<file path="src/pic_pkg.sv">
// shared types and address map constants of the platform interrupt controller
package pic_pkg;

    typedef enum logic [1:0] {
        FUNC_READ  = 2'd0,
        FUNC_WRITE = 2'd1,
        FUNC_RAISE = 2'd2
    } func_t;

    localparam logic [25:0] PEND_BASE = 26'h000_1000;
    localparam logic [25:0] EN_BASE   = 26'h000_2000;
    localparam logic [25:0] CTX_BASE  = 26'h020_0000;

    localparam logic [11:0] CTX_THR_OFF   = 12'h000;
    localparam logic [11:0] CTX_CLAIM_OFF = 12'h004;

    localparam int OFFSET_W = 26;
    localparam int DATA_W   = 32;
    localparam int SOURCE_W = 6;
    localparam int IRQ_W    = 4;
    localparam int IN_TDATA_W  = 64;
    localparam int OUT_TDATA_W = 40;

endpackage

</file>
<file path="src/platform_interrupt_controller_top.sv">
// top level of the platform interrupt controller
// flow: every item ends with a scan of all sources for the irq lines; a priority read
//   first reads its entry, and a claim read first scans all sources for the best claim
// throughput: one item at a time; each item scans every source once through the single
//   read port of the priority memory (twice for a claim); done waits for the output
// reset: asynchronous; clears pending, enables, thresholds, output; priorities read zero
module platform_interrupt_controller_top #(
    parameter int NUM_SOURCES   = 64,
    parameter int NUM_HARTS     = 4,
    parameter int PRIORITY_BITS = 3
) (
    input  logic                              clk,
    input  logic                              rst_n,
    input  logic                              s_axis_tvalid,
    output logic                              s_axis_tready,
    // offset, wdata, source
    input  logic [pic_pkg::IN_TDATA_W-1:0]    s_axis_tdata,
    // func
    input  logic [1:0]                        s_axis_tuser,
    output logic                              m_axis_tvalid,
    input  logic                              m_axis_tready,
    // rdata, irq_lines, zero fill
    output logic [pic_pkg::OUT_TDATA_W-1:0]   m_axis_tdata
);
    import pic_pkg::*;

    localparam int SRC_W  = $clog2(NUM_SOURCES);
    localparam int CNT_W  = SRC_W + 1;
    localparam int WORDS  = (NUM_SOURCES + 31) / 32;
    localparam int WORD_W = (WORDS > 1) ? $clog2(WORDS) : 1;
    localparam int HART_W = (NUM_HARTS > 1) ? $clog2(NUM_HARTS) : 1;
    localparam int EN_W   = WORDS * 32;
    localparam int PRIO_SPAN = 4 * NUM_SOURCES;

    typedef enum logic [2:0] {
        ST_IDLE,
        ST_PRD,
        ST_CLAIM,
        ST_IRQ,
        ST_DONE
    } state_t;

    state_t                   state_reg, state_next;
    logic [NUM_SOURCES-1:0]   pend_reg, pend_next;
    logic [EN_W-1:0]          en_reg [NUM_HARTS];
    logic [EN_W-1:0]          en_next [NUM_HARTS];
    logic [PRIORITY_BITS-1:0] thr_reg [NUM_HARTS];
    logic [PRIORITY_BITS-1:0] thr_next [NUM_HARTS];
    logic [CNT_W-1:0]         cnt_reg, cnt_next;
    logic                     pvld_reg, pvld_next;
    logic [SRC_W-1:0]         pidx_reg, pidx_next;
    logic [NUM_HARTS-1:0]     acc_reg, acc_next;
    logic [HART_W-1:0]        claim_h_reg, claim_h_next;
    logic [SRC_W-1:0]         best_id_reg, best_id_next;
    logic [PRIORITY_BITS-1:0] best_prio_reg, best_prio_next;
    logic [DATA_W-1:0]        res_rdata_reg, res_rdata_next;
    logic [IRQ_W-1:0]         res_irq_reg, res_irq_next;
    logic                     out_valid_reg, out_valid_next;
    logic [DATA_W-1:0]        out_rdata_reg, out_rdata_next;
    logic [IRQ_W-1:0]         out_irq_reg, out_irq_next;

    logic [OFFSET_W-1:0]      off;
    logic [DATA_W-1:0]        wdata;
    logic [SOURCE_W-1:0]      src;
    func_t                    func;
    logic                     accept;
    logic                     is_prio, is_pend, is_en, is_ctx, w_ok, src_ok;
    logic [WORD_W-1:0]        wi;
    logic [HART_W-1:0]        en_h, ctx_h;
    logic [SRC_W-1:0]         prio_idx, raise_idx;
    logic [11:0]              ctx_off;
    logic [EN_W-1:0]          pend_pad;

    logic                     wr_en;
    logic [SRC_W-1:0]         rd_addr;
    logic [PRIORITY_BITS-1:0] rd_prio;
    logic                     issuing;
    logic [NUM_HARTS-1:0]     elig;
    logic                     celig;

    pic_prio_store #(
        .DEPTH (NUM_SOURCES),
        .WIDTH (PRIORITY_BITS)
    ) u_prio_store (
        .clk     (clk),
        .rst_n   (rst_n),
        .wr_en   (wr_en),
        .wr_addr (prio_idx),
        .wr_data (wdata[PRIORITY_BITS-1:0]),
        .rd_addr (rd_addr),
        .rd_prio (rd_prio)
    );

    assign off   = s_axis_tdata[25:0];
    assign wdata = s_axis_tdata[57:26];
    assign src   = s_axis_tdata[63:58];
    assign func  = func_t'(s_axis_tuser);

    assign s_axis_tready = (state_reg == ST_IDLE);
    assign accept        = s_axis_tvalid && s_axis_tready;

    assign is_prio   = off < OFFSET_W'(PRIO_SPAN);
    assign is_pend   = off[25:7] == PEND_BASE[25:7];
    assign is_en     = (off[25:12] == EN_BASE[25:12]) && (off[11:7] < 5'(NUM_HARTS));
    assign is_ctx    = (off[25:16] == CTX_BASE[25:16]) && (off[15:12] < 4'(NUM_HARTS));
    assign w_ok      = {1'b0, off[6:2]} < 6'(WORDS);
    assign wi        = off[2 +: WORD_W];
    assign en_h      = off[7 +: HART_W];
    assign ctx_h     = off[12 +: HART_W];
    assign ctx_off   = off[11:0];
    assign prio_idx  = off[2 +: SRC_W];
    assign src_ok    = (src != '0) && (32'(src) < NUM_SOURCES);
    assign raise_idx = SRC_W'(src);
    assign pend_pad  = EN_W'(pend_reg);

    assign issuing = cnt_reg < CNT_W'(NUM_SOURCES);

    always_comb
    begin
        for (int h = 0; h < NUM_HARTS; h++)
        begin
            elig[h] = pend_reg[pidx_reg] && en_reg[h][pidx_reg] && (rd_prio > thr_reg[h]);
        end
        celig = pend_reg[pidx_reg] && en_reg[claim_h_reg][pidx_reg]
                && (rd_prio > best_prio_reg);
    end

    always_comb
    begin
        state_next     = state_reg;
        pend_next      = pend_reg;
        en_next        = en_reg;
        thr_next       = thr_reg;
        cnt_next       = cnt_reg;
        pvld_next      = pvld_reg;
        pidx_next      = pidx_reg;
        acc_next       = acc_reg;
        claim_h_next   = claim_h_reg;
        best_id_next   = best_id_reg;
        best_prio_next = best_prio_reg;
        res_rdata_next = res_rdata_reg;
        res_irq_next   = res_irq_reg;
        out_valid_next = out_valid_reg;
        out_rdata_next = out_rdata_reg;
        out_irq_next   = out_irq_reg;
        wr_en          = 1'b0;
        rd_addr        = prio_idx;

        if (out_valid_reg && m_axis_tready)
        begin
            out_valid_next = 1'b0;
        end

        unique case (state_reg)
            ST_IDLE:
            begin
                if (accept)
                begin
                    res_rdata_next = '0;
                    cnt_next       = '0;
                    pvld_next      = 1'b0;
                    acc_next       = '0;
                    state_next     = ST_IRQ;
                    unique case (func)
                        FUNC_READ:
                        begin
                            if (is_prio)
                            begin
                                state_next = ST_PRD;
                            end
                            else if (is_pend)
                            begin
                                if (w_ok)
                                begin
                                    res_rdata_next = pend_pad[{wi, 5'd0} +: 32];
                                end
                            end
                            else if (is_en)
                            begin
                                if (w_ok)
                                begin
                                    res_rdata_next = en_reg[en_h][{wi, 5'd0} +: 32];
                                end
                            end
                            else if (is_ctx)
                            begin
                                if (ctx_off == CTX_THR_OFF)
                                begin
                                    res_rdata_next = DATA_W'(thr_reg[ctx_h]);
                                end
                                else if (ctx_off == CTX_CLAIM_OFF)
                                begin
                                    claim_h_next   = ctx_h;
                                    best_prio_next = thr_reg[ctx_h];
                                    best_id_next   = '0;
                                    state_next     = ST_CLAIM;
                                end
                            end
                        end
                        FUNC_WRITE:
                        begin
                            if (is_prio)
                            begin
                                wr_en = (prio_idx != '0);
                            end
                            else if (is_en)
                            begin
                                if (w_ok)
                                begin
                                    en_next[en_h][{wi, 5'd0} +: 32] = wdata;
                                end
                            end
                            else if (is_ctx && (ctx_off == CTX_THR_OFF))
                            begin
                                thr_next[ctx_h] = wdata[PRIORITY_BITS-1:0];
                            end
                        end
                        FUNC_RAISE:
                        begin
                            if (src_ok)
                            begin
                                pend_next[raise_idx] = 1'b1;
                            end
                        end
                        default:
                        begin
                        end
                    endcase
                end
            end
            ST_PRD:
            begin
                res_rdata_next = DATA_W'(rd_prio);
                state_next     = ST_IRQ;
            end
            ST_CLAIM, ST_IRQ:
            begin
                rd_addr = cnt_reg[SRC_W-1:0];
                if (issuing)
                begin
                    cnt_next = cnt_reg + 1'b1;
                end
                pvld_next = issuing;
                pidx_next = cnt_reg[SRC_W-1:0];
                if (pvld_reg)
                begin
                    if (state_reg == ST_IRQ)
                    begin
                        acc_next = acc_reg | elig;
                    end
                    else if (celig)
                    begin
                        best_id_next   = pidx_reg;
                        best_prio_next = rd_prio;
                    end
                end
                if (!issuing && !pvld_reg)
                begin
                    if (state_reg == ST_CLAIM)
                    begin
                        if (best_id_reg != '0)
                        begin
                            pend_next[best_id_reg] = 1'b0;
                        end
                        res_rdata_next = DATA_W'(best_id_reg);
                        cnt_next       = '0;
                        state_next     = ST_IRQ;
                    end
                    else
                    begin
                        res_irq_next = IRQ_W'(acc_reg);
                        state_next   = ST_DONE;
                    end
                end
            end
            ST_DONE:
            begin
                if (!out_valid_reg || m_axis_tready)
                begin
                    out_valid_next = 1'b1;
                    out_rdata_next = res_rdata_reg;
                    out_irq_next   = res_irq_reg;
                    state_next     = ST_IDLE;
                end
            end
            default:
            begin
                state_next = ST_IDLE;
            end
        endcase
    end

    always_ff @(posedge clk or negedge rst_n)
    begin
        if (!rst_n)
        begin
            state_reg     <= ST_IDLE;
            pend_reg      <= '0;
            for (int h = 0; h < NUM_HARTS; h++)
            begin
                en_reg[h]  <= '0;
                thr_reg[h] <= '0;
            end
            cnt_reg       <= '0;
            pvld_reg      <= 1'b0;
            pidx_reg      <= '0;
            acc_reg       <= '0;
            claim_h_reg   <= '0;
            best_id_reg   <= '0;
            best_prio_reg <= '0;
            res_rdata_reg <= '0;
            res_irq_reg   <= '0;
            out_valid_reg <= 1'b0;
            out_rdata_reg <= '0;
            out_irq_reg   <= '0;
        end
        else
        begin
            state_reg     <= state_next;
            pend_reg      <= pend_next;
            en_reg        <= en_next;
            thr_reg       <= thr_next;
            cnt_reg       <= cnt_next;
            pvld_reg      <= pvld_next;
            pidx_reg      <= pidx_next;
            acc_reg       <= acc_next;
            claim_h_reg   <= claim_h_next;
            best_id_reg   <= best_id_next;
            best_prio_reg <= best_prio_next;
            res_rdata_reg <= res_rdata_next;
            res_irq_reg   <= res_irq_next;
            out_valid_reg <= out_valid_next;
            out_rdata_reg <= out_rdata_next;
            out_irq_reg   <= out_irq_next;
        end
    end

    assign m_axis_tvalid = out_valid_reg;
    assign m_axis_tdata  = {(OUT_TDATA_W - DATA_W - IRQ_W)'(0), out_irq_reg, out_rdata_reg};

    a_busy_after_accept: assert property (@(posedge clk) disable iff (!rst_n)
        accept |=> !s_axis_tready)
        else $error("input taken again right after an item");

    a_src0_never_pending: assert property (@(posedge clk) disable iff (!rst_n)
        !pend_reg[0])
        else $error("source zero marked pending");

    a_scan_bound: assert property (@(posedge clk) disable iff (!rst_n)
        cnt_reg <= CNT_W'(NUM_SOURCES))
        else $error("scan counter ran past the last source");

    a_out_from_done: assert property (@(posedge clk) disable iff (!rst_n)
        $rose(out_valid_reg) |-> $past(state_reg == ST_DONE))
        else $error("result presented without a finished scan");

endmodule

</file>
<file path="src/pic_prio_store.sv">
// source priority memory with per-entry valid bits and registered read
module pic_prio_store #(
    parameter int DEPTH = 64,
    parameter int WIDTH = 3,
    localparam int AW = $clog2(DEPTH)
) (
    input  logic             clk,
    input  logic             rst_n,
    input  logic             wr_en,
    input  logic [AW-1:0]    wr_addr,
    input  logic [WIDTH-1:0] wr_data,
    input  logic [AW-1:0]    rd_addr,
    output logic [WIDTH-1:0] rd_prio
);

    logic [WIDTH-1:0] prio_mem [DEPTH];
    logic [DEPTH-1:0] vld_reg;
    logic [WIDTH-1:0] rd_data_reg;
    logic             rd_vld_reg;

    always_ff @(posedge clk)
    begin
        if (wr_en)
        begin
            prio_mem[wr_addr] <= wr_data;
        end
        rd_data_reg <= prio_mem[rd_addr];
    end

    always_ff @(posedge clk or negedge rst_n)
    begin
        if (!rst_n)
        begin
            vld_reg    <= '0;
            rd_vld_reg <= 1'b0;
        end
        else
        begin
            if (wr_en)
            begin
                vld_reg[wr_addr] <= 1'b1;
            end
            rd_vld_reg <= vld_reg[rd_addr];
        end
    end

    // entries never written read as zero
    assign rd_prio = rd_vld_reg ? rd_data_reg : '0;

endmodule
</file>
<file path="config.mk">
export PLATFORM = sky130hd
export DESIGN_NAME = platform_interrupt_controller_top
export DESIGN_NICKNAME = d
export VERILOG_FILES = /design/src/pic_pkg.sv /design/src/platform_interrupt_controller_top.sv /design/src/pic_prio_store.sv
export SDC_FILE = /design/constraint.sdc
export NUM_CORES = 1
export LEC_CHECK = 0
export ABC_AREA = 1
export BUFFER_PORTS_ARGS = -buffer_cell sky130_fd_sc_hd__buf_4
export CORE_ASPECT_RATIO = 0.9
export CORE_UTILIZATION = 34
export CTS_CLUSTER_SIZE = 16
export DETAILED_ROUTE_END_ITERATION = 6
export PLACE_DENSITY = 0.51
export SLEW_MARGIN = 20
export SYNTH_ARGS = -nofsm -noshare
export SYNTH_HDL_FRONTEND = slang
export SYNTH_HIERARCHICAL = 1
export SYNTH_SLANG_ARGS = --single-unit
</file>
<file path="constraint.sdc">
create_clock -name clk -period 4.2 [get_ports clk]
set_input_delay 1.05 -clock clk [delete_from_list [all_inputs] [get_ports clk]]
set_output_delay 1.05 -clock clk [all_outputs]
set_load 0.1 [all_outputs]
</file>
[After elaboration in Yosys (flattened, before gate mapping)]
Memories as Yosys holds them, arrays and structs flattened. A register that Yosys moved wholly into a read port is not among the register bits.
Cells that the tools add are included.
Widths: inputs -> output; s select.
Operators by class
  $add $sub $neg: 2
  $lt $le $gt $ge: 23
  equality and inequality tests: 28
  shift-type cells: 4
  muxes and demuxes: 112
  bitwise operators: 13
  reductions and logical operators: 45
Operators by type and width (number)
  $mux 64: 11
  $mux 32: 9
  $bmux 64 s2: 2
  $bwmux 256: 1
  $demux 64 s2: 1
  $or 64x64->64: 2
  $pmux 64 s2: 1
  $shiftx 64x7->32: 2
  $pmux 32 s3: 1
  $mux 6: 12
  $and 64x64->64: 1
  $not 64->64: 1
  $shift 32x8->64 const A: 1
  $shiftx 32x8->64: 1
  $mux 3: 21
  $bmux 1 s6: 7
  $lt 6x7->1 const B: 5
  $mux 7: 4
  $lt 26x9->1 const B: 1
  $mux 1: 25
  $ne 2x2->1 const B: 12
  $logic_and 1x1->1: 21
  $eq 19x6->1 const B: 1
  $demux 1 s6: 3
  other kinds (49): 81
Storage, ports and cells
  register bits after elaboration: 502
  bits in writable memories: 192
  input port bits: 70
  memories kept: 1
Memory list
  u_prio_store.prio_mem: words 64, bits a word 3, read ports 1, clocked after memory_dff 1, wr ports 1, line pic_prio_store.sv:16  | logic [WIDTH-1:0] prio_mem [DEPTH];

[Depth between registers and ports, before layout]
  depth after elaboration: 13
  depth in mapped cells: 19
  depth with buffers taken out: 16

[By module]
Netlist, hierarchy kept.
Modules (own cells, without submodules)
  platform_interrupt_controller_top: instances 1, cells an instance 3493, area an instance 25253.0 µm², seq. area each 10935.5 µm²
  pic_prio_store: instances 1, cells an instance 1037, area an instance 10916.7 µm², seq. area each 7452.1 µm²

[Worst setup path after synthesis]
OpenSTA, ideal clock, no wires.
  kind: input to register
  start: input s_axis_tdata[24] (netlist bit)
  end: memory u_prio_store.prio_mem[48][0], enable pin
  arrival time: 2.656 ns
  data required time: 3.848 ns
  path slack: 1.192 ns
  stages: 8
  path through: nor2_2 -> nand2_1 -> nor3_2 -> nand4_1 -> nor4_1 -> clkbuf_1 -> inv_1 -> nor3_1
On the way
  cells in the longest elaborated chain, start to end: 7
RTL lines
  from (decl): line platform_interrupt_controller_top.sv:17  | input logic [pic_pkg::IN_TDATA_W-1:0] s_axis_tdata,
  $lt 26x9->1: line platform_interrupt_controller_top.sv:102  | assign is_prio = off < OFFSET_W'(PRIO_SPAN);
  $mux 1: line platform_interrupt_controller_top.sv:202  | if (is_prio)
  $mux 1: line platform_interrupt_controller_top.sv:164  | unique case (func)
  $mux 1: line platform_interrupt_controller_top.sv:157  | if (accept)
  $mux 1: line platform_interrupt_controller_top.sv:154  | unique case (state_reg)
  via wr_en: line platform_interrupt_controller_top.sv:74  | logic wr_en;
  $mux 1: line pic_prio_store.sv:23  | if (wr_en)
  $mux 1 (not written as such): line pic_prio_store.sv:25  | prio_mem[wr_addr] <= wr_data;
  to (decl): line pic_prio_store.sv:16
The timed path passes the listed nets, and every way through them passes these cells.

[Worst setup path in the final report]
  start: register claim_h_reg[0]
  end: register best_prio_reg[2]
On the way
  cells in the longest elaborated chain, start to end: 10
RTL lines
  from (decl): line platform_interrupt_controller_top.sv:53  | logic [HART_W-1:0] claim_h_reg, claim_h_next;
  from (signal assigned): line platform_interrupt_controller_top.sv:327  | claim_h_reg <= claim_h_next;
  $not 2->3 (not written as such): line platform_interrupt_controller_top.sv:124  | celig = pend_reg[pidx_reg] && en_reg[claim_h_reg][pidx_reg]
  $bmux 64 s2: line platform_interrupt_controller_top.sv:124
  $mux 64 (not written as such) (2 in a row): line platform_interrupt_controller_top.sv:124
  $bmux 1 s6: line platform_interrupt_controller_top.sv:124
  $mux 1 (not written as such): line platform_interrupt_controller_top.sv:124
  $logic_and 1x1->1: line platform_interrupt_controller_top.sv:124
  $logic_and 1x1->1: line platform_interrupt_controller_top.sv:125  | && (rd_prio > best_prio_reg);
  $ne 2x2->1 (no line)
  $reduce_and 12->1 (no line)
  to (signal assigned): line platform_interrupt_controller_top.sv:329  | best_prio_reg <= best_prio_next;
  to (decl): line platform_interrupt_controller_top.sv:55  | logic [PRIORITY_BITS-1:0] best_prio_reg, best_prio_next;
No other way between the ends. The select of a mux whose other input is x is not followed.
A chain may end at the register's enable or synchronous reset.

==> flow_metrics.tcl <==
set metrics [dict create \
    status "finished with violations" \
    failed_checks "DRC" \
    antenna-diode-count 0 \
    grt_pass1_wl_microns 211800 \
    overflow 0 \
    drive_gt1_share_pct 10.47 \
    gp_congestion 0.9268 \
    avgViaCountPerCell 5.630 \
    grt_max_degree 134 \
    antenna_found_initial 4 \
    yosysTopAreaCell "dfrtp_1" \
    ys.flop_type "dfrtp_1" \
    cp-end-kind "register" \
    async_reset_ff_share_pct 72.02 \
    final_cells 6002 \
    synth.area.top_cells "dfrtp_1 35%, edfxtp_1 16%, nand2_1 13%, o21ai_0 9.6%, nand3_1 7.8%" \
    rows 113 \
    cp.arrival_ns 3.76 \
    ys_ff_latch 697 \
    yosysMostFrequentCell "nand2_1" \
    setup_viol 0 \
    yosysWarnings 6 \
    die_y_microns 311.4 \
    dp_hpwl_microns 91600 \
    drv_cap 0 \
    cp_data_required_time_ns 4.73 \
    leakage_nw 17.17 \
    cts_sinks 697 \
    synth_area_per_cell_sq_um 7.984 \
    clock_path_buffers 3 \
    hold_violations 0 \
    dr_wl_met3_microns 11660 \
    synth_edf_count 192 \
    dr.pass1.iters 7 \
    ant_nets 0 \
    syn2layout_area_growth_pct 14.78 \
    synth_compound_area_share_pct 16.58 \
    path_class "reg -> reg" \
    cts_max_level 3 \
    die-area_sq_um 107700 \
    top_layer "met5" \
    grt_pass1_vias 32180 \
    holdBufCountCts 0 \
    finalCritPeriodShare_pct 76.81 \
    clk_pin_slew_ns 0.06 \
    design.core.area_sq_um 105500 \
    port_buffers 107 \
    drt-met1-wl_microns 62380 \
    tightest_slew_ns 1.022 \
    fmax_mhz 310.0 \
    drc 1 \
    cts_root_buf "clkbuf_16" \
    synthMuxAreaShare_pct 0.1868 \
    synthTopCellsByCount "1216 x nand2_1, 693 x o21ai_0, 564 x nand3_1" \
    synth-simple-area-share_pct 25.51 \
    cts_setup_buffers 0 \
    rsz0062_at_grt "false" \
    syn_area_sq_um 36170 \
    tritoncts "yes" \
    die_x_microns 345.8 \
    numPlacedInstances 5851 \
    slew_headroom_pct 31.42 \
    synth_xor_area_share_pct 0.04843 \
    num-nets-final 4640 \
    vias 33790 \
    synthAdderAreaFrac_pct 0.5535 \
    final_util_pct 39.36 \
    routedWlPerCell_microns 23.32 \
    cts-buffers-inserted 81 \
    cp_max_fo 48 \
    setup-tns-final_ns 0 \
    fin_skew_ns 0.04280 \
    fin_crit_ns 3.226 \
    io-pin-count 112 \
    finalMaxSlewViolations 0 \
    holdCritPathClass "reg -> reg" \
    cts-resized-gates 0 \
    start_kind "register" \
    synth_top_area_share_pct 34.73 \
    synthCells 4530 \
    gr-usage-all-layers_pct 25.65 \
    post_synth_num_cell_types 51 \
    initial_utilization_pct 34.29 \
    drt_iter0_drc 3785 \
    wl_microns 139900 \
    synth_top_family_by_area "simple AND/OR/NAND/NOR gates" \
    ir_worst_vdd_uv 418.6 \
    synth_seq_area_share_pct 50.84 \
    largest_reg_flops 256 \
    powerDensity_nw_per_um2 547.8 \
    route.met2.wl_microns 61150 \
    clk-insertion-delay-late_ns 0.68 \
]
==> cells by family (layout without fill, tap and decap cells) <==
group,Yosys count,count (layout)
AOI/OAI and AO/OA,1103,1103
xor gates and xnor gates,2,2
adders and majority gates,16,16
buffers and inverters,534,623
DFF,697,697
muxes,6,6
other,1,4
and+or+nand+nor,2171,2171
==> per-stage QoR <==
| step | hold WS, ns | worst slack [ns] | area [sq um] | power (mW) |
|---|---|---|---|---|
| final | 0.3775 | 0.9741 | 41520 | 22.74 |
| after CTS | 0.3789 | 1.022 | 41520 | 22.74 |
| after global routing | 0.3938 | 0.7554 | 41520 | 23.83 |
| after floorplan | 0.4290 | 1.192 | 36180 | 12.36 |
| after detailed placement | 0.3656 | 0.5455 | 38690 | 15.19 |
| after global placement | 0.3669 | 0.5557 | 38690 | 15.19 |
==> layout by cell type, fill, tap and decap left out, types with 13 or more instances in the layout <==
master     instances
o22ai_1           46
clkbuf_16         82
dfrtp_1          497
o21ai_1           57
buf_4            216
clkbuf_8          13
clkbuf_1          17
inv_1            216
nor3_1            22
a22oi_1           68
nand4_1           15
edfxtp_1         192
nand2_1         1216
o211ai_1          41
clkinv_2          16
ha_1              16
buf_12            24
nor2_1           264
o21ai_0          691
a21oi_1          154
nand3_1          563
or2_2             66
==> final cells by class <==
| type | instances | area, sq um |
|---|---|---|
| Timing Repair Buffer | 241 | 2117 |
| Clock buffer | 112 | 2295 |
| Clock inverter | 39 | 530.5 |
| Fill cell | 10820 | 63960 |
| Sequential cell | 697 | 18400 |
| Multi-Input combinational cell | 3302 | 15570 |
| Tap cell | 1380 | 1727 |
| Inverter | 231 | 874.6 |
==> metal layers <==
metal | vias up | track usage (%)
met1 | 16470 | 37.05
li1 | 15460 | -
met2 | 1581 | 38.39
met5 | - | 0
met3 | 277 | 4.596
met4 | 8 | 9.010
==> path summary, 6_finish.rpt <==
kind	from	endpoint	slack, ns	depth (start not counted)
min reg2reg	pend_pad[0]	pend_pad[0]	0.38	0
min	pend_pad[0]	pend_pad[0]	0.38	0
max reg2reg	claim_h_reg[0]	best_prio_reg[2]	0.97	17
min in group asynchronous	rst_n	en_reg[82]	0.40	1
max	claim_h_reg[0]	best_prio_reg[2]	0.97	17
max in group asynchronous	rst_n	out_rdata_reg[6]	2.76	3
==> critical path, cell delays in order, from the launching register on <==
cell and delay [ns]:
dfrtp_4 0.51, inv_4 0.44, buf_12 0.32, nand2_1 0.08, nand3_1 0.09, nand3_1 0.08
nand3_1 0.10, nand3_1 0.15, nand2_1 0.13, nand2_1 0.05, nand3_1 0.18, nand3_1 0.09
nand2_1 0.22, nand2_1 0.10, nand2_2 0.20, nand2_4 0.12, nand2_1 0.09, nand2_1 0.04
==> report_power, final <==
part           leakage [nW]  internal, mW  switching (mW)
Combinational          7.10          2.20            5.61
Sequential             8.70          7.19           0.216
Clock                  1.38          4.42            3.10
Total                  17.2          13.8            8.93
No activity file was read; power rests on OpenSTA's default activity.
